--- config.mk ---
export PLATFORM = sky130hd
export DESIGN_NAME = crc8_command_frame_receiver_flat
export DESIGN_NICKNAME = d
export VERILOG_FILES = /design/src/rtl/cfr_pkg.sv /design/src/rtl/cfr_if.sv /design/src/rtl/crc8_command_frame_receiver.sv /design/src/rtl/cfr_front.sv /design/src/rtl/cfr_queue.sv /design/src/rtl/cfr_back.sv /design/src/flat_wrapper.sv
export SDC_FILE = /design/constraint.sdc
export NUM_CORES = 1
export LEC_CHECK = 0
export ABC_AREA = 1
export BUFFER_PORTS_ARGS = -buffer_cell sky130_fd_sc_hd__buf_2
export CAP_MARGIN = 20
export CORE_MARGIN = 5
export CORE_UTILIZATION = 64
export CTS_CLUSTER_DIAMETER = 50
export DETAILED_ROUTE_END_ITERATION = 7
export HOLD_SLACK_MARGIN = 0.1
export PLACE_DENSITY_LB_ADDON = 0.1
export SYNTH_ARGS = -nofsm -noshare
export SYNTH_HDL_FRONTEND = slang
export SYNTH_HIERARCHICAL = 1
export SYNTH_SLANG_ARGS = --single-unit
--- constraint.sdc ---
create_clock -name clock -period 6.6 [get_ports clock]
set_input_delay 0.66 -clock clock [delete_from_list [all_inputs] [get_ports clock]]
set_output_delay 0.66 -clock clock [all_outputs]
set_load 0.02 [all_outputs]
--- src/rtl/cfr_pkg.sv ---
// Shared definitions for the CRC-8 command frame receiver.
// Holds the command word between the front and back ends, the configuration
// bundle and register reset values. No dependencies.
package cfr_pkg;

   localparam int TIMEOUT_W = 16;
   localparam int PULSE_W   = 11;
   localparam int PATTERN_W = 4;

   // Command codes handed from the frame assembler to the executor
   localparam logic [1:0] EV_NONE     = 2'd0;
   localparam logic [1:0] EV_TICK     = 2'd1;
   localparam logic [1:0] EV_CRC_FAIL = 2'd2;
   localparam logic [1:0] EV_APPLY    = 2'd3;

   // Register indexes on the csr channel
   localparam int CSR_IDX_W = 2;
   localparam logic [CSR_IDX_W-1:0] REG_TIMEOUT  = 2'd0;
   localparam logic [CSR_IDX_W-1:0] REG_NEUTRAL  = 2'd1;
   localparam logic [CSR_IDX_W-1:0] REG_FULL_FWD = 2'd2;
   localparam int CSR_DATA_W = 16;

   localparam logic [TIMEOUT_W-1:0] TIMEOUT_RESET  = 16'd300;
   localparam logic [PULSE_W-1:0]   NEUTRAL_RESET  = 11'd1500;
   localparam logic [PULSE_W-1:0]   FULL_FWD_RESET = 11'd1350;

   localparam int QUEUE_DEPTH = 2;

   typedef struct packed {
      logic [TIMEOUT_W-1:0] timeout_ms;
      logic [PULSE_W-1:0]   neutral_pulse_us;
      logic [PULSE_W-1:0]   full_forward_pulse_us;
   } cfg_type;

   // quot is round(range * duty / 255), already worked out by the front end
   typedef struct packed {
      logic [1:0]           ev;
      logic [PATTERN_W-1:0] pattern;
      logic [PULSE_W-1:0]   quot;
   } cmd_type;

endpackage

--- src/rtl/cfr_if.sv ---
// Channel interfaces for the CRC-8 command frame receiver: input items,
// result items and register writes, each with valid/ready.
// Depends on cfr_pkg.
interface cfr_req_if;
   logic       valid;
   logic       ready;
   logic       kind;
   logic [7:0] rx_byte;

   modport source (output valid, output kind, output rx_byte, input ready);
   modport sink (input valid, input kind, input rx_byte, output ready);
endinterface

interface cfr_rsp_if;
   logic                           valid;
   logic                           ready;
   logic                           frame_accepted;
   logic                           crc_failed;
   logic [cfr_pkg::PATTERN_W-1:0]  pattern;
   logic [cfr_pkg::PULSE_W-1:0]    motor_pulse_us;
   logic                           link_healthy;
   logic                           render_request;
   logic                           timed_out;

   modport source (output valid, output frame_accepted, output crc_failed,
                   output pattern, output motor_pulse_us, output link_healthy,
                   output render_request, output timed_out, input ready);
   modport sink (input valid, input frame_accepted, input crc_failed,
                 input pattern, input motor_pulse_us, input link_healthy,
                 input render_request, input timed_out, output ready);
endinterface

interface cfr_csr_if;
   logic                            valid;
   logic                            ready;
   logic [cfr_pkg::CSR_IDX_W-1:0]   index;
   logic [cfr_pkg::CSR_DATA_W-1:0]  data;

   modport source (output valid, output index, output data, input ready);
   modport sink (input valid, input index, input data, output ready);
endinterface

--- src/rtl/crc8_command_frame_receiver.sv ---
// Framed command receiver: takes serial bytes and millisecond ticks, one
// item per clock while the result channel is not stalled, and returns one
// result per item (front end into the command queue, back end into the output
// register). Frames are A5 5A, control, pattern, duty, CRC-8 (poly 07, init
// 00); a good frame sets pattern, motor pulse and link health, and ticks age
// the link until it falls back to pattern 0 and the neutral pulse. The
// result after a byte or tick reflects the state once it is applied. Register
// writes are taken at any time but only change behaviour safely while idle.
// Depends on cfr_pkg, cfr_if, cfr_front, cfr_queue and cfr_back.
module crc8_command_frame_receiver #(
   parameter int QUEUE_DEPTH = cfr_pkg::QUEUE_DEPTH
) (
   input  logic      clock,
   input  logic      reset,
   cfr_req_if.sink   req,
   cfr_rsp_if.source rsp,
   cfr_csr_if.sink   csr
);

   cfr_pkg::cfg_type cfg_ff;
   cfr_pkg::cmd_type push_data, pop_data;
   logic push_valid, push_ready, pop_valid, pop_ready;

   assign csr.ready = 1'b1;

   always_ff @(posedge clock) begin
      if (reset) begin
         cfg_ff.timeout_ms            <= cfr_pkg::TIMEOUT_RESET;
         cfg_ff.neutral_pulse_us      <= cfr_pkg::NEUTRAL_RESET;
         cfg_ff.full_forward_pulse_us <= cfr_pkg::FULL_FWD_RESET;
      end else if (csr.valid) begin
         case (csr.index)
            cfr_pkg::REG_TIMEOUT:
               cfg_ff.timeout_ms <= csr.data;
            cfr_pkg::REG_NEUTRAL:
               cfg_ff.neutral_pulse_us <= csr.data[cfr_pkg::PULSE_W-1:0];
            cfr_pkg::REG_FULL_FWD:
               cfg_ff.full_forward_pulse_us <= csr.data[cfr_pkg::PULSE_W-1:0];
            default: begin
            end
         endcase
      end
   end

   cfr_front u_front (
      .clock      (clock),
      .reset      (reset),
      .cfg        (cfg_ff),
      .req        (req),
      .push_valid (push_valid),
      .push_ready (push_ready),
      .push_data  (push_data)
   );

   cfr_queue #(
      .DEPTH (QUEUE_DEPTH)
   ) u_queue (
      .clock      (clock),
      .reset      (reset),
      .push_valid (push_valid),
      .push_ready (push_ready),
      .push_data  (push_data),
      .pop_valid  (pop_valid),
      .pop_ready  (pop_ready),
      .pop_data   (pop_data)
   );

   cfr_back u_back (
      .clock     (clock),
      .reset     (reset),
      .cfg       (cfg_ff),
      .pop_valid (pop_valid),
      .pop_ready (pop_ready),
      .pop_data  (pop_data),
      .rsp       (rsp)
   );

endmodule

--- src/rtl/cfr_front.sv ---
// Front end: hunts for sync, assembles the frame, runs the CRC-8 and
// turns each accepted item into a command word. Depends on cfr_pkg.
module cfr_front (
   input  logic              clock,
   input  logic              reset,
   input  cfr_pkg::cfg_type  cfg,
   cfr_req_if.sink           req,
   output logic              push_valid,
   input  logic              push_ready,
   output cfr_pkg::cmd_type  push_data
);

   localparam logic [2:0] S_HUNT  = 3'd0;
   localparam logic [2:0] S_SYNC1 = 3'd1;
   localparam logic [2:0] S_CTRL  = 3'd2;
   localparam logic [2:0] S_PAT   = 3'd3;
   localparam logic [2:0] S_DUTY  = 3'd4;
   localparam logic [2:0] S_CRC   = 3'd5;

   localparam logic [7:0] SYNC_A   = 8'hA5;
   localparam logic [7:0] SYNC_B   = 8'h5A;
   localparam logic [3:0] CTRL_VER = 4'hA;
   localparam logic [7:0] CRC_POLY = 8'h07;
   localparam logic [7:0] PAT_MAX  = 8'd9;
   localparam logic [8:0] DIV_LIM  = 9'd255;
   localparam logic [19:0] ROUND   = 20'd127;

   function automatic logic [7:0] crc8 (input logic [7:0] crc, input logic [7:0] b);
      logic [7:0] c;
      c = crc ^ b;
      for (int i = 0; i < 8; i++) begin
         c = c[7] ? ({c[6:0], 1'b0} ^ CRC_POLY) : {c[6:0], 1'b0};
      end
      return c;
   endfunction

   logic [2:0]  state_ff, state_in;
   logic [7:0]  crc_ff, crc_in;
   logic        ctrl_ok_ff, ctrl_ok_in;
   logic        duty_en_ff, duty_en_in;
   logic        pat_ok_ff, pat_ok_in;
   logic [cfr_pkg::PATTERN_W-1:0] pat_ff, pat_in;
   logic [18:0] prod_ff, prod_in;

   logic        accept;
   logic [7:0]  b;
   logic [cfr_pkg::PULSE_W-1:0] range;
   logic [19:0] x;
   logic [11:0] q0;
   logic [12:0] r0;
   logic [4:0]  q1;
   logic [8:0]  r1;
   logic [11:0] qsum;

   assign req.ready  = push_ready;
   assign push_valid = req.valid;
   assign accept     = req.valid && push_ready;
   assign b          = req.rx_byte;

   assign range = (cfg.full_forward_pulse_us <= cfg.neutral_pulse_us) ?
                  (cfg.neutral_pulse_us - cfg.full_forward_pulse_us) : '0;

   // (prod + 127) / 255 by folding the high byte back in twice
   assign x    = {1'b0, prod_ff} + ROUND;
   assign q0   = x[19:8];
   assign r0   = {5'd0, x[7:0]} + {1'b0, q0};
   assign q1   = r0[12:8];
   assign r1   = {1'b0, r0[7:0]} + {4'd0, q1};
   assign qsum = q0 + {7'd0, q1} + {11'd0, (r1 >= DIV_LIM)};

   always_comb begin
      state_in   = state_ff;
      crc_in     = crc_ff;
      ctrl_ok_in = ctrl_ok_ff;
      duty_en_in = duty_en_ff;
      pat_ok_in  = pat_ok_ff;
      pat_in     = pat_ff;
      prod_in    = prod_ff;
      push_data.ev      = req.kind ? cfr_pkg::EV_TICK : cfr_pkg::EV_NONE;
      push_data.pattern = pat_ff;
      push_data.quot    = qsum[cfr_pkg::PULSE_W-1:0];
      if (!req.kind) begin
         case (state_ff)
            S_HUNT: begin
               if (b == SYNC_A) begin
                  crc_in   = crc8(8'd0, b);
                  state_in = S_SYNC1;
               end
            end
            S_SYNC1: begin
               if (b == SYNC_B) begin
                  crc_in   = crc8(crc_ff, b);
                  state_in = S_CTRL;
               end else if (b == SYNC_A) begin
                  crc_in = crc8(8'd0, b);
               end else begin
                  state_in = S_HUNT;
               end
            end
            S_CTRL: begin
               ctrl_ok_in = (b[7:4] == CTRL_VER) && (b[3:1] == 3'd0);
               duty_en_in = b[0];
               crc_in     = crc8(crc_ff, b);
               state_in   = S_PAT;
            end
            S_PAT: begin
               pat_ok_in = (b <= PAT_MAX);
               pat_in    = b[cfr_pkg::PATTERN_W-1:0];
               crc_in    = crc8(crc_ff, b);
               state_in  = S_DUTY;
            end
            S_DUTY: begin
               prod_in  = 19'(range) * 19'(duty_en_ff ? b : 8'd0);
               crc_in   = crc8(crc_ff, b);
               state_in = S_CRC;
            end
            S_CRC: begin
               state_in = S_HUNT;
               if (b != crc_ff)
                  push_data.ev = cfr_pkg::EV_CRC_FAIL;
               else if (ctrl_ok_ff && pat_ok_ff)
                  push_data.ev = cfr_pkg::EV_APPLY;
            end
            default: begin
               state_in = S_HUNT;
            end
         endcase
      end
   end

   always_ff @(posedge clock) begin
      if (reset) begin
         state_ff <= S_HUNT;
         crc_ff   <= '0;
      end else if (accept) begin
         state_ff <= state_in;
         crc_ff   <= crc_in;
      end
   end

   always_ff @(posedge clock) begin
      if (accept) begin
         ctrl_ok_ff <= ctrl_ok_in;
         duty_en_ff <= duty_en_in;
         pat_ok_ff  <= pat_ok_in;
         pat_ff     <= pat_in;
         prod_ff    <= prod_in;
      end
   end

endmodule

--- src/rtl/cfr_queue.sv ---
// Small first-word-fall-through queue of command words between the front
// and back ends. Depends on cfr_pkg.
module cfr_queue #(
   parameter int DEPTH = cfr_pkg::QUEUE_DEPTH
) (
   input  logic              clock,
   input  logic              reset,
   input  logic              push_valid,
   output logic              push_ready,
   input  cfr_pkg::cmd_type  push_data,
   output logic              pop_valid,
   input  logic              pop_ready,
   output cfr_pkg::cmd_type  pop_data
);

   localparam int AW = $clog2(DEPTH);
   localparam int CW = $clog2(DEPTH + 1);
   localparam logic [AW-1:0] LAST = AW'(DEPTH - 1);
   localparam logic [CW-1:0] FULL = CW'(DEPTH);

   cfr_pkg::cmd_type mem [DEPTH];
   logic [AW-1:0] wr_ptr_ff, rd_ptr_ff;
   logic [CW-1:0] count_ff;
   logic push, pop;

   assign push_ready = (count_ff != FULL);
   assign pop_valid  = (count_ff != '0);
   assign pop_data   = mem[rd_ptr_ff];
   assign push       = push_valid && push_ready;
   assign pop        = pop_valid && pop_ready;

   always_ff @(posedge clock) begin
      if (push)
         mem[wr_ptr_ff] <= push_data;
   end

   always_ff @(posedge clock) begin
      if (reset) begin
         wr_ptr_ff <= '0;
         rd_ptr_ff <= '0;
         count_ff  <= '0;
      end else begin
         if (push)
            wr_ptr_ff <= (wr_ptr_ff == LAST) ? '0 : wr_ptr_ff + 1'b1;
         if (pop)
            rd_ptr_ff <= (rd_ptr_ff == LAST) ? '0 : rd_ptr_ff + 1'b1;
         if (push && !pop)
            count_ff <= count_ff + 1'b1;
         else if (pop && !push)
            count_ff <= count_ff - 1'b1;
      end
   end

endmodule

--- src/rtl/cfr_back.sv ---
// Back end: applies command words to the link state (pattern, pulse,
// health, age) and drives the registered result channel. Depends on cfr_pkg.
module cfr_back (
   input  logic              clock,
   input  logic              reset,
   input  cfr_pkg::cfg_type  cfg,
   input  logic              pop_valid,
   output logic              pop_ready,
   input  cfr_pkg::cmd_type  pop_data,
   cfr_rsp_if.source         rsp
);

   localparam logic [cfr_pkg::PULSE_W-1:0]   PULSE_MIN = 11'd1000;
   localparam logic [cfr_pkg::PULSE_W-1:0]   PULSE_MAX = 11'd2000;
   localparam logic [cfr_pkg::TIMEOUT_W-1:0] AGE_MAX   = '1;
   localparam logic [cfr_pkg::PATTERN_W-1:0] ANIM_LO   = 4'd3;
   localparam logic [cfr_pkg::PATTERN_W-1:0] ANIM_HI   = 4'd6;

   function automatic logic [cfr_pkg::PULSE_W-1:0] clamp_pulse (
      input logic [cfr_pkg::PULSE_W-1:0] p);
      if (p < PULSE_MIN)
         return PULSE_MIN;
      else if (p > PULSE_MAX)
         return PULSE_MAX;
      return p;
   endfunction

   logic [cfr_pkg::PATTERN_W-1:0] pat_ff, pat_in;
   logic [cfr_pkg::PULSE_W-1:0]   pulse_ff, pulse_in;
   logic                          healthy_ff, healthy_in;
   logic [cfr_pkg::TIMEOUT_W-1:0] age_ff, age_in;
   logic                          valid_ff;
   logic                          acc_ff, acc_in;
   logic                          fail_ff, fail_in;
   logic                          render_ff, render_in;
   logic                          tout_ff, tout_in;
   logic                          pop;
   logic [cfr_pkg::TIMEOUT_W-1:0] age_next;

   assign pop_ready = !valid_ff || rsp.ready;
   assign pop       = pop_valid && pop_ready;
   assign age_next  = (age_ff == AGE_MAX) ? age_ff : age_ff + 1'b1;

   always_comb begin
      pat_in     = pat_ff;
      pulse_in   = pulse_ff;
      healthy_in = healthy_ff;
      age_in     = age_ff;
      acc_in     = 1'b0;
      fail_in    = 1'b0;
      render_in  = 1'b0;
      tout_in    = 1'b0;
      case (pop_data.ev)
         cfr_pkg::EV_TICK: begin
            if (healthy_ff) begin
               age_in = age_next;
               if (age_next >= cfg.timeout_ms) begin
                  healthy_in = 1'b0;
                  pat_in     = '0;
                  pulse_in   = clamp_pulse(cfg.neutral_pulse_us);
                  render_in  = 1'b1;
                  tout_in    = 1'b1;
               end
            end
         end
         cfr_pkg::EV_CRC_FAIL: begin
            fail_in = 1'b1;
         end
         cfr_pkg::EV_APPLY: begin
            pat_in     = pop_data.pattern;
            // quot never exceeds neutral - full_forward while cfg is unchanged, so no wrap here
            pulse_in   = clamp_pulse(cfg.neutral_pulse_us - pop_data.quot);
            age_in     = '0;
            healthy_in = 1'b1;
            acc_in     = 1'b1;
            render_in  = (pop_data.pattern != pat_ff) ||
                         ((pop_data.pattern >= ANIM_LO) && (pop_data.pattern <= ANIM_HI));
         end
         default: begin
         end
      endcase
   end

   always_ff @(posedge clock) begin
      if (reset) begin
         pat_ff     <= '0;
         pulse_ff   <= cfr_pkg::NEUTRAL_RESET;
         healthy_ff <= 1'b0;
         age_ff     <= '0;
         valid_ff   <= 1'b0;
      end else begin
         if (pop) begin
            pat_ff     <= pat_in;
            pulse_ff   <= pulse_in;
            healthy_ff <= healthy_in;
            age_ff     <= age_in;
         end
         if (pop_ready)
            valid_ff <= pop_valid;
      end
   end

   always_ff @(posedge clock) begin
      if (pop) begin
         acc_ff    <= acc_in;
         fail_ff   <= fail_in;
         render_ff <= render_in;
         tout_ff   <= tout_in;
      end
   end

   assign rsp.valid          = valid_ff;
   assign rsp.frame_accepted = acc_ff;
   assign rsp.crc_failed     = fail_ff;
   assign rsp.pattern        = pat_ff;
   assign rsp.motor_pulse_us = pulse_ff;
   assign rsp.link_healthy   = healthy_ff;
   assign rsp.render_request = render_ff;
   assign rsp.timed_out      = tout_ff;

endmodule
--- src/flat_wrapper.sv ---
// flat-port wrapper written by rule: the top's interface ports become plain ports
module crc8_command_frame_receiver_flat 
#(
   parameter int QUEUE_DEPTH = cfr_pkg::QUEUE_DEPTH
)
  (clock, reset, req_valid, req_kind, req_rx_byte, req_ready, rsp_valid, rsp_frame_accepted, rsp_crc_failed, rsp_pattern, rsp_motor_pulse_us, rsp_link_healthy, rsp_render_request, rsp_timed_out, rsp_ready, csr_valid, csr_index, csr_data, csr_ready);
  cfr_req_if req_i ();
  cfr_rsp_if rsp_i ();
  cfr_csr_if csr_i ();
  input  logic clock;
  input  logic reset;
  input wire logic [$bits(req_i.valid)-1:0] req_valid;
  input wire logic [$bits(req_i.kind)-1:0] req_kind;
  input wire logic [$bits(req_i.rx_byte)-1:0] req_rx_byte;
  output wire logic [$bits(req_i.ready)-1:0] req_ready;
  output wire logic [$bits(rsp_i.valid)-1:0] rsp_valid;
  output wire logic [$bits(rsp_i.frame_accepted)-1:0] rsp_frame_accepted;
  output wire logic [$bits(rsp_i.crc_failed)-1:0] rsp_crc_failed;
  output wire logic [$bits(rsp_i.pattern)-1:0] rsp_pattern;
  output wire logic [$bits(rsp_i.motor_pulse_us)-1:0] rsp_motor_pulse_us;
  output wire logic [$bits(rsp_i.link_healthy)-1:0] rsp_link_healthy;
  output wire logic [$bits(rsp_i.render_request)-1:0] rsp_render_request;
  output wire logic [$bits(rsp_i.timed_out)-1:0] rsp_timed_out;
  input wire logic [$bits(rsp_i.ready)-1:0] rsp_ready;
  input wire logic [$bits(csr_i.valid)-1:0] csr_valid;
  input wire logic [$bits(csr_i.index)-1:0] csr_index;
  input wire logic [$bits(csr_i.data)-1:0] csr_data;
  output wire logic [$bits(csr_i.ready)-1:0] csr_ready;
  assign req_i.valid = req_valid;
  assign req_i.kind = req_kind;
  assign req_i.rx_byte = req_rx_byte;
  assign req_ready = req_i.ready;
  assign rsp_valid = rsp_i.valid;
  assign rsp_frame_accepted = rsp_i.frame_accepted;
  assign rsp_crc_failed = rsp_i.crc_failed;
  assign rsp_pattern = rsp_i.pattern;
  assign rsp_motor_pulse_us = rsp_i.motor_pulse_us;
  assign rsp_link_healthy = rsp_i.link_healthy;
  assign rsp_render_request = rsp_i.render_request;
  assign rsp_timed_out = rsp_i.timed_out;
  assign rsp_i.ready = rsp_ready;
  assign csr_i.valid = csr_valid;
  assign csr_i.index = csr_index;
  assign csr_i.data = csr_data;
  assign csr_ready = csr_i.ready;
  crc8_command_frame_receiver #(.QUEUE_DEPTH(QUEUE_DEPTH)) u_core (.clock(clock), .reset(reset), .req(req_i), .rsp(rsp_i), .csr(csr_i));
endmodule
* Word level (Yosys, flattened, before mapping)
Memory sizes are Yosys's and may differ from the RTL's. A register that Yosys moved wholly into a read port is not among the register bits.
Cells that the tools add are included.
** Operators by class
- Mux-type cells :: 69
- Bitwise gates (word level) :: 18
- Add/sub/neg operators :: 12
- Reductions and logical operators :: 31
- $mul :: 1
- Equality and inequality tests :: 21
- Order comparisons :: 10
** Operators by type and width (number)
- $mux 11 :: 9
- $mux 3 :: 19
- $not 3->3 :: 16
- $mux 16 :: 2
- $pmux 16 s2 :: 1
- $mux 8 :: 3
- $pmux 8 s3 :: 1
- $gt 11x11->1 const B :: 2
- $lt 11x10->1 const B :: 2
- $pmux 11 s2 :: 1
- $sub 11x11->11 :: 2
- $mux 1 :: 21
- $add 19x7->20 const B :: 1
- $mul 11x8->19 :: 1
- $add 16x1->16 const B :: 1
- $eq 16x16->1 const B :: 1
- $ge 16x16->1 :: 1
- $pmux 3 s5 :: 1
- $reduce_and 3->1 :: 5
- $add 8x12->13 :: 1
- $mux 2 :: 6
- $add 11x1->11 :: 1
- $add 11x5->11 :: 1
- $le 11x11->1 :: 1
- 35 further kinds :: 62
** Word-level totals
- Word-level logic and storage cells :: 185
- Register bits :: 116
- Memories kept :: 1
- Input bits :: 32
- Output and inout port bits :: 23
- Bits in writable memories :: 34
** Memories
- u_core.u_queue.mem :: words 2, width 17, rd ports 1, clocked after memory_dff 1, wr ports 1, line cfr_queue.sv:21 : cfr_pkg::cmd_type mem [DEPTH];

* Logic depth before layout (Yosys ltp)
Gate-level depths: netlist (run 1).
- Depth in word-level cells :: 19
- Gate-level depth with buffers :: 44
- Depth with buffers taken out :: 44

* Hierarchy
Netlist (run 1), hierarchy kept.
** Modules (own cells, without submodules)
- cfr_front :: sequential area each 1001.0 µm², instances 1, area an instance 6871.6 µm², cells each 934
- cfr_back :: sequential area each 780.7 µm², instances 1, area an instance 3320.7 µm², cells each 522
- crc8_command_frame_receiver :: sequential area each 760.7 µm², instances 1, area an instance 1631.6 µm², cells each 221
- cfr_queue :: sequential area each 1121.1 µm², instances 1, area an instance 1520.2 µm², cells each 90

* Worst setup path before layout (run 1)
No wires, ideal clock.
- Path type :: register -> register
- Start point :: register u_core/cfg_ff[5] (netlist name)
- End point :: register u_core.u_front.prod_ff[17], data pin
- Path buffers :: 0
- Period minus slack after synthesis :: 5886 ps
- Slack :: 714 ps
- Cell stages (with the launch flop) :: 36
- Setup time :: 258 ps
- Data required time :: 6342 ps
- Arrival :: 5628 ps
- Cells stage by stage :: dfxtp_1 -> inv_1 -> ha_1 -> nand2_1 -> a21oi_1 -> a211oi_1 -> nand2_1 -> nand2_1 -> nand2_1 -> nand2_1 -> nand2_1 -> a21oi_1 -> o21bai_2 -> a31oi_4 -> nor2_1 -> inv_1 -> nor2_1 -> fa_1 -> inv_1 -> fa_1 -> fa_1 -> fa_1 -> inv_1 -> ha_1 -> nand2_1 -> o31ai_1 -> a21oi_1 -> inv_1 -> a21oi_1 -> inv_1 -> nand2_1 -> inv_1 -> nand2_1 -> nor2_1 -> nor2_1 -> xnor2_1
** On the way
- Cells in the longest elaborated chain, start to end :: 3
- Elaborated cells between the ends (all ways) :: 4
- Classes of those cells :: add/sub: 1; mul: 1; order compare: 1; mux: 1
** RTL lines
- start, declared :: line crc8_command_frame_receiver.sv:20 : cfr_pkg::cfg_type cfg_ff;
- $sub 11x11->11 or $le 11x11->1 (tied branches) :: line cfr_front.sv:61, cfr_front.sv:60
- $mux 11 * :: line cfr_front.sv:60 : assign range = (cfg.full_forward_pulse_us <= cfg.neutral_pulse_us) ?
- $mul 11x8->19 * :: line cfr_front.sv:113 : prod_in = 19'(range) * 19'(duty_en_ff ? b : 8'd0);
- end signal, assigned :: line cfr_front.sv:147 : prod_ff <= prod_in;
- end, declared :: line cfr_front.sv:43 : logic [18:0] prod_ff, prod_in;
Every way passes the cells marked *; elsewhere a longest branch is shown, timed or not.
A chain may end at the register's enable or synchronous reset.

* Final worst setup path (run 1)
- Start point :: register u_core/cfg_ff[11] (netlist name)
- End point :: register u_core.u_front.prod_ff[18], data pin
The elaborated chain is that of the path after synthesis.

==> run metrics, run 1 <==
run status completed; count of inserted antenna diode cells 0; number of different library cells in the post-synthesis netlist 59; number of cells on the worst hold path 0; fraction of post-synthesis cell area in the top cell type by area between 10% and 20%; clock tree from TritonCTS yes; total routed wirelength approximately 32000 um; routability congestion estimate from global placement around 0.96; Overall Power 3.56 mW; Pre-antenna DRT Iters 5; clock power share between 20% and 30%; Post-DRT Antenna Nets 0; origin of the critical flop-to-flop path u_core/cfg_ff[11]; VDD IR-drop max ~0.18 mV; number of antenna violations at the first check in global routing 0; Worst Path Max Fanout 4; CP most frequent cell sky130_fd_sc_hd__nand2_1; cell count after synthesis approximately 1.8k; starting density of the core approximately 66%; Setup-failing EPs final 0; width of the die between 150 and 200 um; number of synthesized flops with an enable pin 64; Sequential Power Share 32.2%; DR vias between 10k and 15k; Crit Path Class flip-flop to flip-flop; sum of negative setup slack 0 ns; clk sink count roughly 150; Gate power share a little over two fifths; core region area between 20000 and 25000 um^2; wire length of the first global-routing pass just over 50000 um; post-synth design cell area approximately 13000 um^2; ys async rst share 0%; average routed wire per standard cell around 15 um; worst slack at placement 0.155 ns; upper clock frequency limit approximately 160 MHz; post-route clock skew between 0.01 and 0.015 ns; placed instance area approximately 14000 um^2; end of the worst register-to-register path u_core/u_front/prod_ff[18]; pin count of the biggest net entering global routing between 40 and 50; post-DP HPWL 24000 um; number of hold-slack violations in the final timing report 0; H-tree depth 4; max-capacitance violation count 0; Clock transition at path regs 0.07 ns; setup slack after layout a little under 0.3 ns; detailed router's first-iteration violation count about 810; worst slew margin relative to its limit between 40 and 50%; slowest stage delay, CP between 0.5 and 0.6 ns; total congestion overflow after global routing 0; most common library cell in the layout ignoring fill and taps sky130_fd_sc_hd__nand2_1; non-filler instance count after layout ~2.1k; CP Launch Type flip-flop; commonest non-fill, non-tap cells in the layout 382 x sky130_fd_sc_hd__nand2_1, 307 x sky130_fd_sc_hd__inv_1, 171 x sky130_fd_sc_hd__nor2_1; Critical Path Sink Type flip-flop; actual transition at the worst max-transition pin ~0.9 ns; leakage power about 7.2 nW; height of the chip 154 um; number of synthesized register bits between 150 and 200; layout overhead on the synthesized area 9.27%; Synth Flop Type sky130_fd_sc_hd__dfxtp_1; I/O Pins 55; FP Rows between 50 and 60; Die Outline Area between 20000 and 25000 um^2; per-cell via count in the routed design about 5.5; mean post-synth cell area approximately 7.6 um^2; number of buffers inserted during clock tree synthesis 17; number of max-slew violations in the final report 0; cell with the largest stage delay on the worst path sky130_fd_sc_hd__fa_1; Hold Slack roughly 0.44 ns; Area contributors post-synth sky130_fd_sc_hd__edfxtp_1 14%, sky130_fd_sc_hd__dfxtp_1 13%, sky130_fd_sc_hd__nand2_1 11%; switching share of total power 39.6%; clock tree root driver cell sky130_fd_sc_hd__clkbuf_16; dominant cell type by area after synthesis sky130_fd_sc_hd__edfxtp_1; source-to-sink clock delay at the later pin of the worst-skew pair about 0.43 ns; Final Util 71.6%; hold_buf cts 0; required time reported for the critical path endpoint 6.77 ns; summed area of non-filler cells in the final layout ~15000 um^2; Worst EP arrival 6.48 ns; Tcrit/Tclk final around 96%; proportion of synthesized chip area in sequential cells between 20 and 30%; number of global-route vias before repair ~11k; fin nets 2010; gr usage total between 20% and 30%; startpoint of the most critical hold path u_core/u_front/pat_ff[2]; Pwr per Cell Area ~240 nW/um^2; I/O Buffers 53; CTS max path bufs 2; Reg2Reg Depth 31; shortest period the worst path allows about 6.3 ns; number of warnings reported in the yosys synthesis log 6; number of placed instances, taps included between 2k and 2.5k; final routed DRC violation total 0; Internal Pwr Total 2.15 mW; layout cells sized above 1 between 10% and 20%; P_sw roughly 1.4 mW; worst min-delay path endpoint u_core/u_queue/mem[1][13]; Worst Hold Class flip-flop to flip-flop; flop2flop setup slack just under 0.3 ns
flip-flops by register name, indices dropped and copies added, names as in the netlist, 2 cells and up, named ones only:
signal,flops
u_core/u_back/rsp.pattern,4
u_core/u_queue/mem,34
u_core/u_front/state_ff,3
u_core/u_back/rsp.motor_pulse_us,11
u_core/u_front/pat_ff,4
u_core/u_queue/count_ff,2
u_core/u_front/crc_ff,8
u_core/u_back/age_ff,16
u_core/cfg_ff,38
u_core/u_front/prod_ff,19
cell usage after synthesis, types with 5 or more instances:
library cell	number
sky130_fd_sc_hd__dfxtp_1	87
sky130_fd_sc_hd__nor3_1	15
sky130_fd_sc_hd__a21oi_1	104
sky130_fd_sc_hd__o21a_1	5
sky130_fd_sc_hd__nand2_1	383
sky130_fd_sc_hd__xnor2_1	40
sky130_fd_sc_hd__nand3_2	16
sky130_fd_sc_hd__o211ai_1	5
sky130_fd_sc_hd__nand4_1	25
sky130_fd_sc_hd__inv_2	6
sky130_fd_sc_hd__nand2_2	22
sky130_fd_sc_hd__xor2_1	44
sky130_fd_sc_hd__fa_1	58
sky130_fd_sc_hd__buf_4	7
sky130_fd_sc_hd__buf_2	10
sky130_fd_sc_hd__ha_1	107
sky130_fd_sc_hd__edfxtp_1	64
sky130_fd_sc_hd__mux2_4	10
sky130_fd_sc_hd__a31oi_1	6
sky130_fd_sc_hd__a21oi_2	7
sky130_fd_sc_hd__o21ai_0	38
sky130_fd_sc_hd__o221ai_1	6
sky130_fd_sc_hd__clkbuf_1	17
sky130_fd_sc_hd__nor2_4	9
sky130_fd_sc_hd__inv_1	311
sky130_fd_sc_hd__nor2_1	185
sky130_fd_sc_hd__nor2_2	6
sky130_fd_sc_hd__a211oi_1	6
sky130_fd_sc_hd__mux2_2	7
sky130_fd_sc_hd__buf_6	6
sky130_fd_sc_hd__nand3_1	105
sky130_fd_sc_hd__o21ai_1	6
layout make-up:
| class | instances | area, um^2 |
|---|---|---|
| Clock buffer | 21 | 462 |
| Clock inverter | 11 | 87.6 |
| Fill cell | 1653 | 5780 |
| Inverter | 319 | 1200 |
| Multi-Input combinational cell | 1257 | 8420 |
| Sequential cell | 151 | 3660 |
| Tap cell | 270 | 338 |
| Timing Repair Buffer | 67 | 407 |
worst max-delay path: cells and delay by family (launching register included):
kind | cells | cell delay [ns]
XOR/XNOR | 2 | 0.26
AO/OA/AOI/OAI | 5 | 0.86
adder cells (fa/ha/maj) | 7 | 2.95
flip-flops | 1 | 0.32
buffers and inverters | 3 | 0.21
AND/OR/NAND/NOR | 14 | 1.44
power by group through the flow:
| stage | Combinational, mW | Sequential (mW) | Clock (mW) |
|---|---|---|---|
| CTS | 1.41 | 1.15 | 0.937 |
| global route | 1.67 | 1.16 | 0.983 |
| floorplan | 1.07 | 1.20 | 0 |
| detailed placement | 1.39 | 1.17 | 0 |
| finish | 1.49 | 1.15 | 0.929 |
| global placement | 1.35 | 1.16 | 0 |
kinds of logic (layout without fill, tap and decap cells):
kind of cell,Yosys count,count (layout),synth area share (%)
compound gates,196,197,8.49
xor+xnor,85,85,5.72
mux,17,17,1.72
other cells,2,3,0.0563
simple gates,790,790,26.8
fa+ha+maj,165,165,18.7
buf+inv,361,418,11.0
flops,151,151,27.5
per-layer routing:
metal | vias to the layer above | GRT usage (%) | part of all wire [%]
met1 | 5399 | 33.6 | 43
met2 | 323 | 45.1 | 50
met3 | 49 | 4.97 | 5.3
met4 | 0 | 6.35 | 1.9
met5 | - | 0 | 0
li1 | 5710 | - | -
how the worst max path moves through the flow:
stage                            from                         end  slack (ns)  cells past startpoint
detailed placement   u_core/cfg_ff[4]  u_core/u_front/prod_ff[18]        0.16                     32
finish              u_core/cfg_ff[11]  u_core/u_front/prod_ff[18]        0.29                     31
CTS                  u_core/cfg_ff[4]  u_core/u_front/prod_ff[18]        0.12                     32
global route         u_core/cfg_ff[5]  u_core/u_front/prod_ff[17]       -0.07                     37
global placement    u_core/cfg_ff[16]  u_core/u_front/prod_ff[17]        0.37                     34
floorplan            u_core/cfg_ff[5]  u_core/u_front/prod_ff[17]        0.71                     35
repair_timing:
item                                    in CTS  in global routing
gates resized for setup                      0                 45
setup buffers                                0                  3
endpoints found under the setup margin       0                  6
No activity file was read; power rests on OpenSTA's default activity.
==> run 2: changes to the inputs <==
- CORE_UTILIZATION: 64 -> 35
- GPL_TIMING_DRIVEN: default -> 0
- RECOVER_POWER: default -> 50
==> run metrics, run 2 (same netlist as run 1, synthesis figures left out) <==
number of max-slew violations in the final report 0 (unchanged); required time reported for the critical path endpoint 6.79 ns (was 6.77 ns); average routed wire per standard cell 14.3 um (was 15.1 um); flop2flop setup slack 0.36 ns (was 0.29 ns); cell with the largest stage delay on the worst path sky130_fd_sc_hd__fa_1 (unchanged); CP Launch Type flip-flop (unchanged); cell family contributing the most delay on the critical path adder cells (unchanged); number of buffers and inverters on the critical path 8 (was 3); leakage power 7.24 nW (was 7.17 nW); layout cells sized above 1 13.0% (was 12.9%); source-to-sink clock delay at the later pin of the worst-skew pair 0.45 ns (was 0.43 ns); detailed router's first-iteration violation count 601 (was 806); number of global-route vias before repair 11.0k (was 11.2k); clock tree from TritonCTS yes (unchanged); FP Rows 71 (was 52); DR vias 11.2k (was 11.5k); Post-DRT Antenna Nets 0 (unchanged); commonest non-fill, non-tap cells in the layout 383 x sky130_fd_sc_hd__nand2_1, 309 x sky130_fd_sc_hd__inv_1, 175 x sky130_fd_sc_hd__nor2_1 (was 382 x sky130_fd_sc_hd__nand2_1, 307 x sky130_fd_sc_hd__inv_1, 171 x sky130_fd_sc_hd__nor2_1); I/O Pins 55 (unchanged); gr usage total 16.4% (was 26.0%); I/O Buffers 50 (was 53); register bank with the most flops u_core/cfg_ff (unchanged); routability congestion estimate from global placement 0.832 (was 0.960); Pwr per Cell Area 245 nW/um^2 (was 244 nW/um^2); number of hold-slack violations in the final timing report 0 (unchanged); number of antenna violations at the first check in global routing 0 (unchanged); worst slew margin relative to its limit 24.3% (was 41.6%); Pre-antenna DRT Iters 5 (unchanged); upper clock frequency limit 160 MHz (was 159 MHz); run status completed (unchanged); Die Outline Area 42100 um^2 (was 23800 um^2); sum of negative setup slack 0 ns (unchanged); Crit Path Class flip-flop to flip-flop (unchanged); starting density of the core 35.4% (was 65.5%); number of buffers inserted during clock tree synthesis 17 (unchanged); shortest period the worst path allows 6.24 ns (was 6.31 ns); post-route clock skew 0.0135 ns (was 0.0100 ns); slowest stage delay, CP 0.55 ns (was 0.59 ns); pin count of the biggest net entering global routing 20 (was 44); number of flip-flops under the largest register name 38 (unchanged); wire length of the first global-routing pass 55700 um (was 51600 um); Worst EP arrival 6.43 ns (was 6.48 ns); Worst Hold Class flip-flop to flip-flop (unchanged); height of the chip 205 um (was 154 um); CTS max path bufs 2 (unchanged); Final Util 40.0% (was 71.6%); largest registers u_core/cfg_ff: 38 flops, u_core/u_queue/mem: 34 flops, u_core/u_front/prod_ff: 19 flops (unchanged); max-capacitance violation count 0 (unchanged); Critical Path Sink Type flip-flop (unchanged); summed area of non-filler cells in the final layout 15100 um^2 (was 14600 um^2); clk sink count 151 (unchanged); CP most frequent cell sky130_fd_sc_hd__nand2_1 (unchanged); final routed DRC violation total 0 (unchanged); Setup-failing EPs final 0 (unchanged); core region area 37700 um^2 (was 20400 um^2); layout overhead on the synthesized area 12.9% (was 9.27%); per-cell via count in the routed design 4.73 (was 5.48); actual transition at the worst max-transition pin 1.13 ns (was 0.876 ns); clock tree root driver cell sky130_fd_sc_hd__clkbuf_16 (unchanged); fin nets 2043 (was 2010); width of the die 205 um (was 154 um); H-tree depth 4 (unchanged); VDD IR-drop max 0.167 mV (was 0.179 mV); Worst Path Max Fanout 8 (was 4); Tcrit/Tclk final 94.5% (was 95.6%); placed instance area 14300 um^2 (was 13800 um^2); post-DP HPWL 27600 um (was 24000 um); Clock transition at path regs 0.07 ns (about the same); most common library cell in the layout ignoring fill and taps sky130_fd_sc_hd__nand2_1 (unchanged); total routed wirelength 34000 um (was 31600 um); total congestion overflow after global routing 0 (unchanged)
## run 2: final cells by class
| type | instances | area, um^2 |
|---|---|---|
| diodes | 1 | 2.50 |
| plain buffers | 42 | 258 |
| clock buffers | 17 | 425 |
| clock inverters | 15 | 193 |
| fillers | 3987 | 22600 |
| inverters | 319 | 1200 |
| multi-input cells | 1256 | 8370 |
| flip-flops and latches | 151 | 3670 |
| well taps | 511 | 639 |
| repair buffers | 59 | 310 |
## run 2: routing by layer
layer  wire length [um]  part of all wire, %  GRT usage (%)
met1              17000                   50           23.3
met2              15500                   46           26.3
met3               1080                  3.2           2.70
met4                398                  1.2           3.49
met5                  0                    0              0
## run 2: power by group
part	switching [mW]	total (mW)	internal, mW
registers	0.0489	1.14	1.09
clock network	0.463	1.04	0.575
logic	0.943	1.50	0.560
total	1.46	3.68	2.23
## run 2: final timing paths
| path | startpoint | endpoint | cells past startpoint |
|---|---|---|---|
| max | u_core/cfg_ff[6] | u_core/u_front/prod_ff[17] | 38 |
| min | u_core/u_front/pat_ff[2] | u_core/u_queue/mem[0][13] | 0 |
| max reg2reg | u_core/cfg_ff[6] | u_core/u_front/prod_ff[17] | 38 |
| min reg2reg | u_core/u_front/pat_ff[2] | u_core/u_queue/mem[0][13] | 0 |
## run 2: what timing repair did
action,4_1_cts,5_1_grt
hold buffers,0,0
gates cloned,0,0
endpoints found under the hold margin,0,0
buffers inserted,1,5
resized for setup,4,40
endpoints found under the setup margin,3,6
pin swaps,0,3
## run 2: worst reg2reg max path, delay by kind of cell (launching register included)
| kind | cells | cell delay (ns) |
|---|---|---|
| adders and majority gates | 6 | 2.58 |
| AOI/OAI and AO/OA | 9 | 1.19 |
| and+or+nand+nor | 14 | 1.17 |
| buffers and inverters | 8 | 0.62 |
| DFF | 1 | 0.33 |
| xor gates and xnor gates | 1 | 0.12 |
## run 2: per-stage QoR
step	instances	hold slack, ns	total power [mW]	setup WS, ns
6_report	2371	0.450	3.68	0.361
3_3_place_gp	2329	0.426	2.62	-0.0169
2_1_floorplan	1768	0.421	2.27	0.714
5_1_grt	2370	0.458	3.98	-0.0471
4_1_cts	2365	0.418	3.71	0.0273
3_5_place_dp	2332	0.435	2.64	-0.0764
==> run 3: changes to the inputs <==
==> constraint.sdc (replaced) <==
create_clock -name clock -period 6.6 [get_ports clock]
set_input_delay 0 -clock clock [delete_from_list [all_inputs] [get_ports clock]]
set_output_delay 0 -clock clock [all_outputs]
set_load 0.02 [all_outputs]
==> run metrics, run 3 (same netlist as run 1, synthesis figures left out) <==
clock tree root driver cell sky130_fd_sc_hd__clkbuf_16 (unchanged); clk sink count 151 (unchanged); layout cells sized above 1 11.5% (was 13.0%); commonest non-fill, non-tap cells in the layout 383 x sky130_fd_sc_hd__nand2_1, 309 x sky130_fd_sc_hd__inv_1, 175 x sky130_fd_sc_hd__nor2_1 (unchanged); average routed wire per standard cell 14.4 um (was 14.3 um); Tcrit/Tclk final 94.5% (about the same); count of inserted antenna diode cells 0 (was 1); non-filler instance count after layout 2405 (was 2371); Crit Path Class flip-flop to flip-flop (unchanged); number of antenna violations at the first check in global routing 0 (unchanged); number of flip-flops under the largest register name 38 (unchanged); P_sw 1.46 mW (about the same); routability congestion estimate from global placement 0.832 (unchanged); Fill cells 3976 (was 3987); Post-DRT Antenna Nets 0 (unchanged); required time reported for the critical path endpoint 6.79 ns (about the same); per-cell via count in the routed design 4.74 (was 4.73); Critical Path Sink Type flip-flop (unchanged); leakage power 7.32 nW (was 7.24 nW); worst slew margin relative to its limit 24.3% (about the same); switching share of total power 39.6% (was 39.5%); starting density of the core 35.4% (unchanged); I/O Buffers 50 (unchanged); fin nets 2078 (was 2043); shortest period the worst path allows 6.24 ns (about the same); source-to-sink clock delay at the later pin of the worst-skew pair 0.45 ns (about the same); number of global-route vias before repair 11.2k (was 11.0k); max-capacitance violation count 0 (unchanged); clock power share 28.2% (about the same); Worst EP arrival 6.43 ns (about the same); width of the die 205 um (unchanged); slowest stage delay, CP 0.55 ns (about the same); height of the chip 205 um (unchanged); FP Rows 71 (unchanged); run status completed (unchanged); cell with the largest stage delay on the worst path sky130_fd_sc_hd__fa_1 (unchanged); CP most frequent cell sky130_fd_sc_hd__nand2_1 (unchanged); Clock transition at path regs 0.07 ns (about the same); number of buffers inserted during clock tree synthesis 17 (unchanged); total congestion overflow after global routing 0 (unchanged); Gate power share 40.9% (was 40.8%); actual transition at the worst max-transition pin 1.13 ns (about the same); Internal Pwr Total 2.23 mW (about the same); Pwr per Cell Area 240 nW/um^2 (was 245 nW/um^2); upper clock frequency limit 160 MHz (about the same); Pre-antenna DRT Iters 4 (was 5); Reg2Reg Depth 38 (unchanged); layout overhead on the synthesized area 15.3% (was 12.9%); post-DP HPWL 27600 um (unchanged); pin count of the biggest net entering global routing 20 (unchanged); Die Outline Area 42100 um^2 (unchanged); CTS max path bufs 2 (unchanged); core region area 37700 um^2 (unchanged); Worst Path Max Fanout 8 (unchanged); worst slack at placement -0.0764 ns (unchanged); register bank with the most flops u_core/cfg_ff (unchanged); I/O Pins 55 (unchanged); total routed wirelength 34600 um (was 34000 um); Setup-failing EPs final 0 (unchanged); Worst Hold Class primary input to flip-flop (was flip-flop to flip-flop); number of max-slew violations in the final report 0 (unchanged); detailed router's first-iteration violation count 572 (was 601); number of hold-slack violations in the final timing report 0 (unchanged); wire length of the first global-routing pass 56700 um (was 55700 um); VDD IR-drop max 0.168 mV (was 0.167 mV); most common library cell in the layout ignoring fill and taps sky130_fd_sc_hd__nand2_1 (unchanged); final routed DRC violation total 0 (unchanged); H-tree depth 4 (unchanged); Sequential Power Share 30.9% (was 31.0%); CP Launch Type flip-flop (unchanged); number of cells on the worst hold path 4 (was 0); gr usage total 16.6% (was 16.4%); post-route clock skew 0.0121 ns (was 0.0135 ns); clock tree from TritonCTS yes (unchanged); DR vias 11.4k (was 11.2k); setup slack after layout 0.363 ns (was 0.361 ns); largest registers u_core/cfg_ff: 38 flops, u_core/u_queue/mem: 34 flops, u_core/u_front/prod_ff: 19 flops (unchanged); number of placed instances, taps included 2332 (unchanged); Hold Slack 0.160 ns (was 0.450 ns)
run 3: path summary, 6_finish.rpt:
check	from	to	slack, ns
setup / recovery	u_core/cfg_ff[6]	u_core/u_front/prod_ff[17]	0.36
hold / removal	req_rx_byte[5]	u_core/u_front/ctrl_ok_ff	0.16
setup reg to reg	u_core/cfg_ff[6]	u_core/u_front/prod_ff[17]	0.36
hold reg to reg	u_core/u_front/pat_ff[2]	u_core/u_queue/mem[0][13]	0.45
run 3: final cells by class:
cell class	instances	area [um^2]	area share, %
clock buffer	17	425	2.76
clock inverter	15	193	1.25
multi-input combinational	1256	8370	54.4
sequential	151	3670	23.9
tap	511	639	4.16
inverter	319	1200	7.78
timing repair buffer	94	636	4.13
buffer	42	253	1.64
run 3: power by group through the flow:
stage | logic, mW | registers, mW | clock network [mW]
after CTS | 1.51 | 1.14 | 1.07
after floorplan | 1.07 | 1.20 | 0
final | 1.51 | 1.14 | 1.04
after global routing | 1.72 | 1.16 | 1.11
after global placement | 1.46 | 1.16 | 0
after detailed placement | 1.48 | 1.16 | 0
run 3: per-stage QoR:
step	util, %	total power, mW	area, um^2	TNS, ns
final	40.8	3.70	15400	0
after global routing	40.8	3.99	15400	-0.0667
after CTS	40.6	3.73	15300	0
after detailed placement	38.0	2.64	14300	-0.150
after global placement	37.8	2.62	14200	-0.0198
after floorplan	-	2.27	13300	0
run 3: metal layers:
metal | up-vias | share of wire (%) | routed length [um] | track usage (%)
met5 | - | 0 | 0 | 0
met3 | 27 | 3.3 | 1130 | 2.62
met4 | 0 | 1.2 | 409 | 3.18
met1 | 5346 | 50 | 17200 | 23.5
met2 | 167 | 46 | 15900 | 27.2
li1 | 5857 | - | - | -
run 3: timing repair:
item                                    CTS  global route
endpoints found under the setup margin    3             6
pin swaps                                 0             3
buffers inserted                          1             5
hold buffers                             35             0
gates resized for setup                   4            40
hold endpoints to repair                 55             0
run 3: worst max-delay path, delay by kind of cell (launching register included):
family,cells,cell delay [ns]
AOI/OAI and AO/OA,9,1.19
DFF,1,0.33
adders and majority gates,6,2.58
and+or+nand+nor,14,1.15
buffers and inverters,8,0.62
xor gates and xnor gates,1,0.12
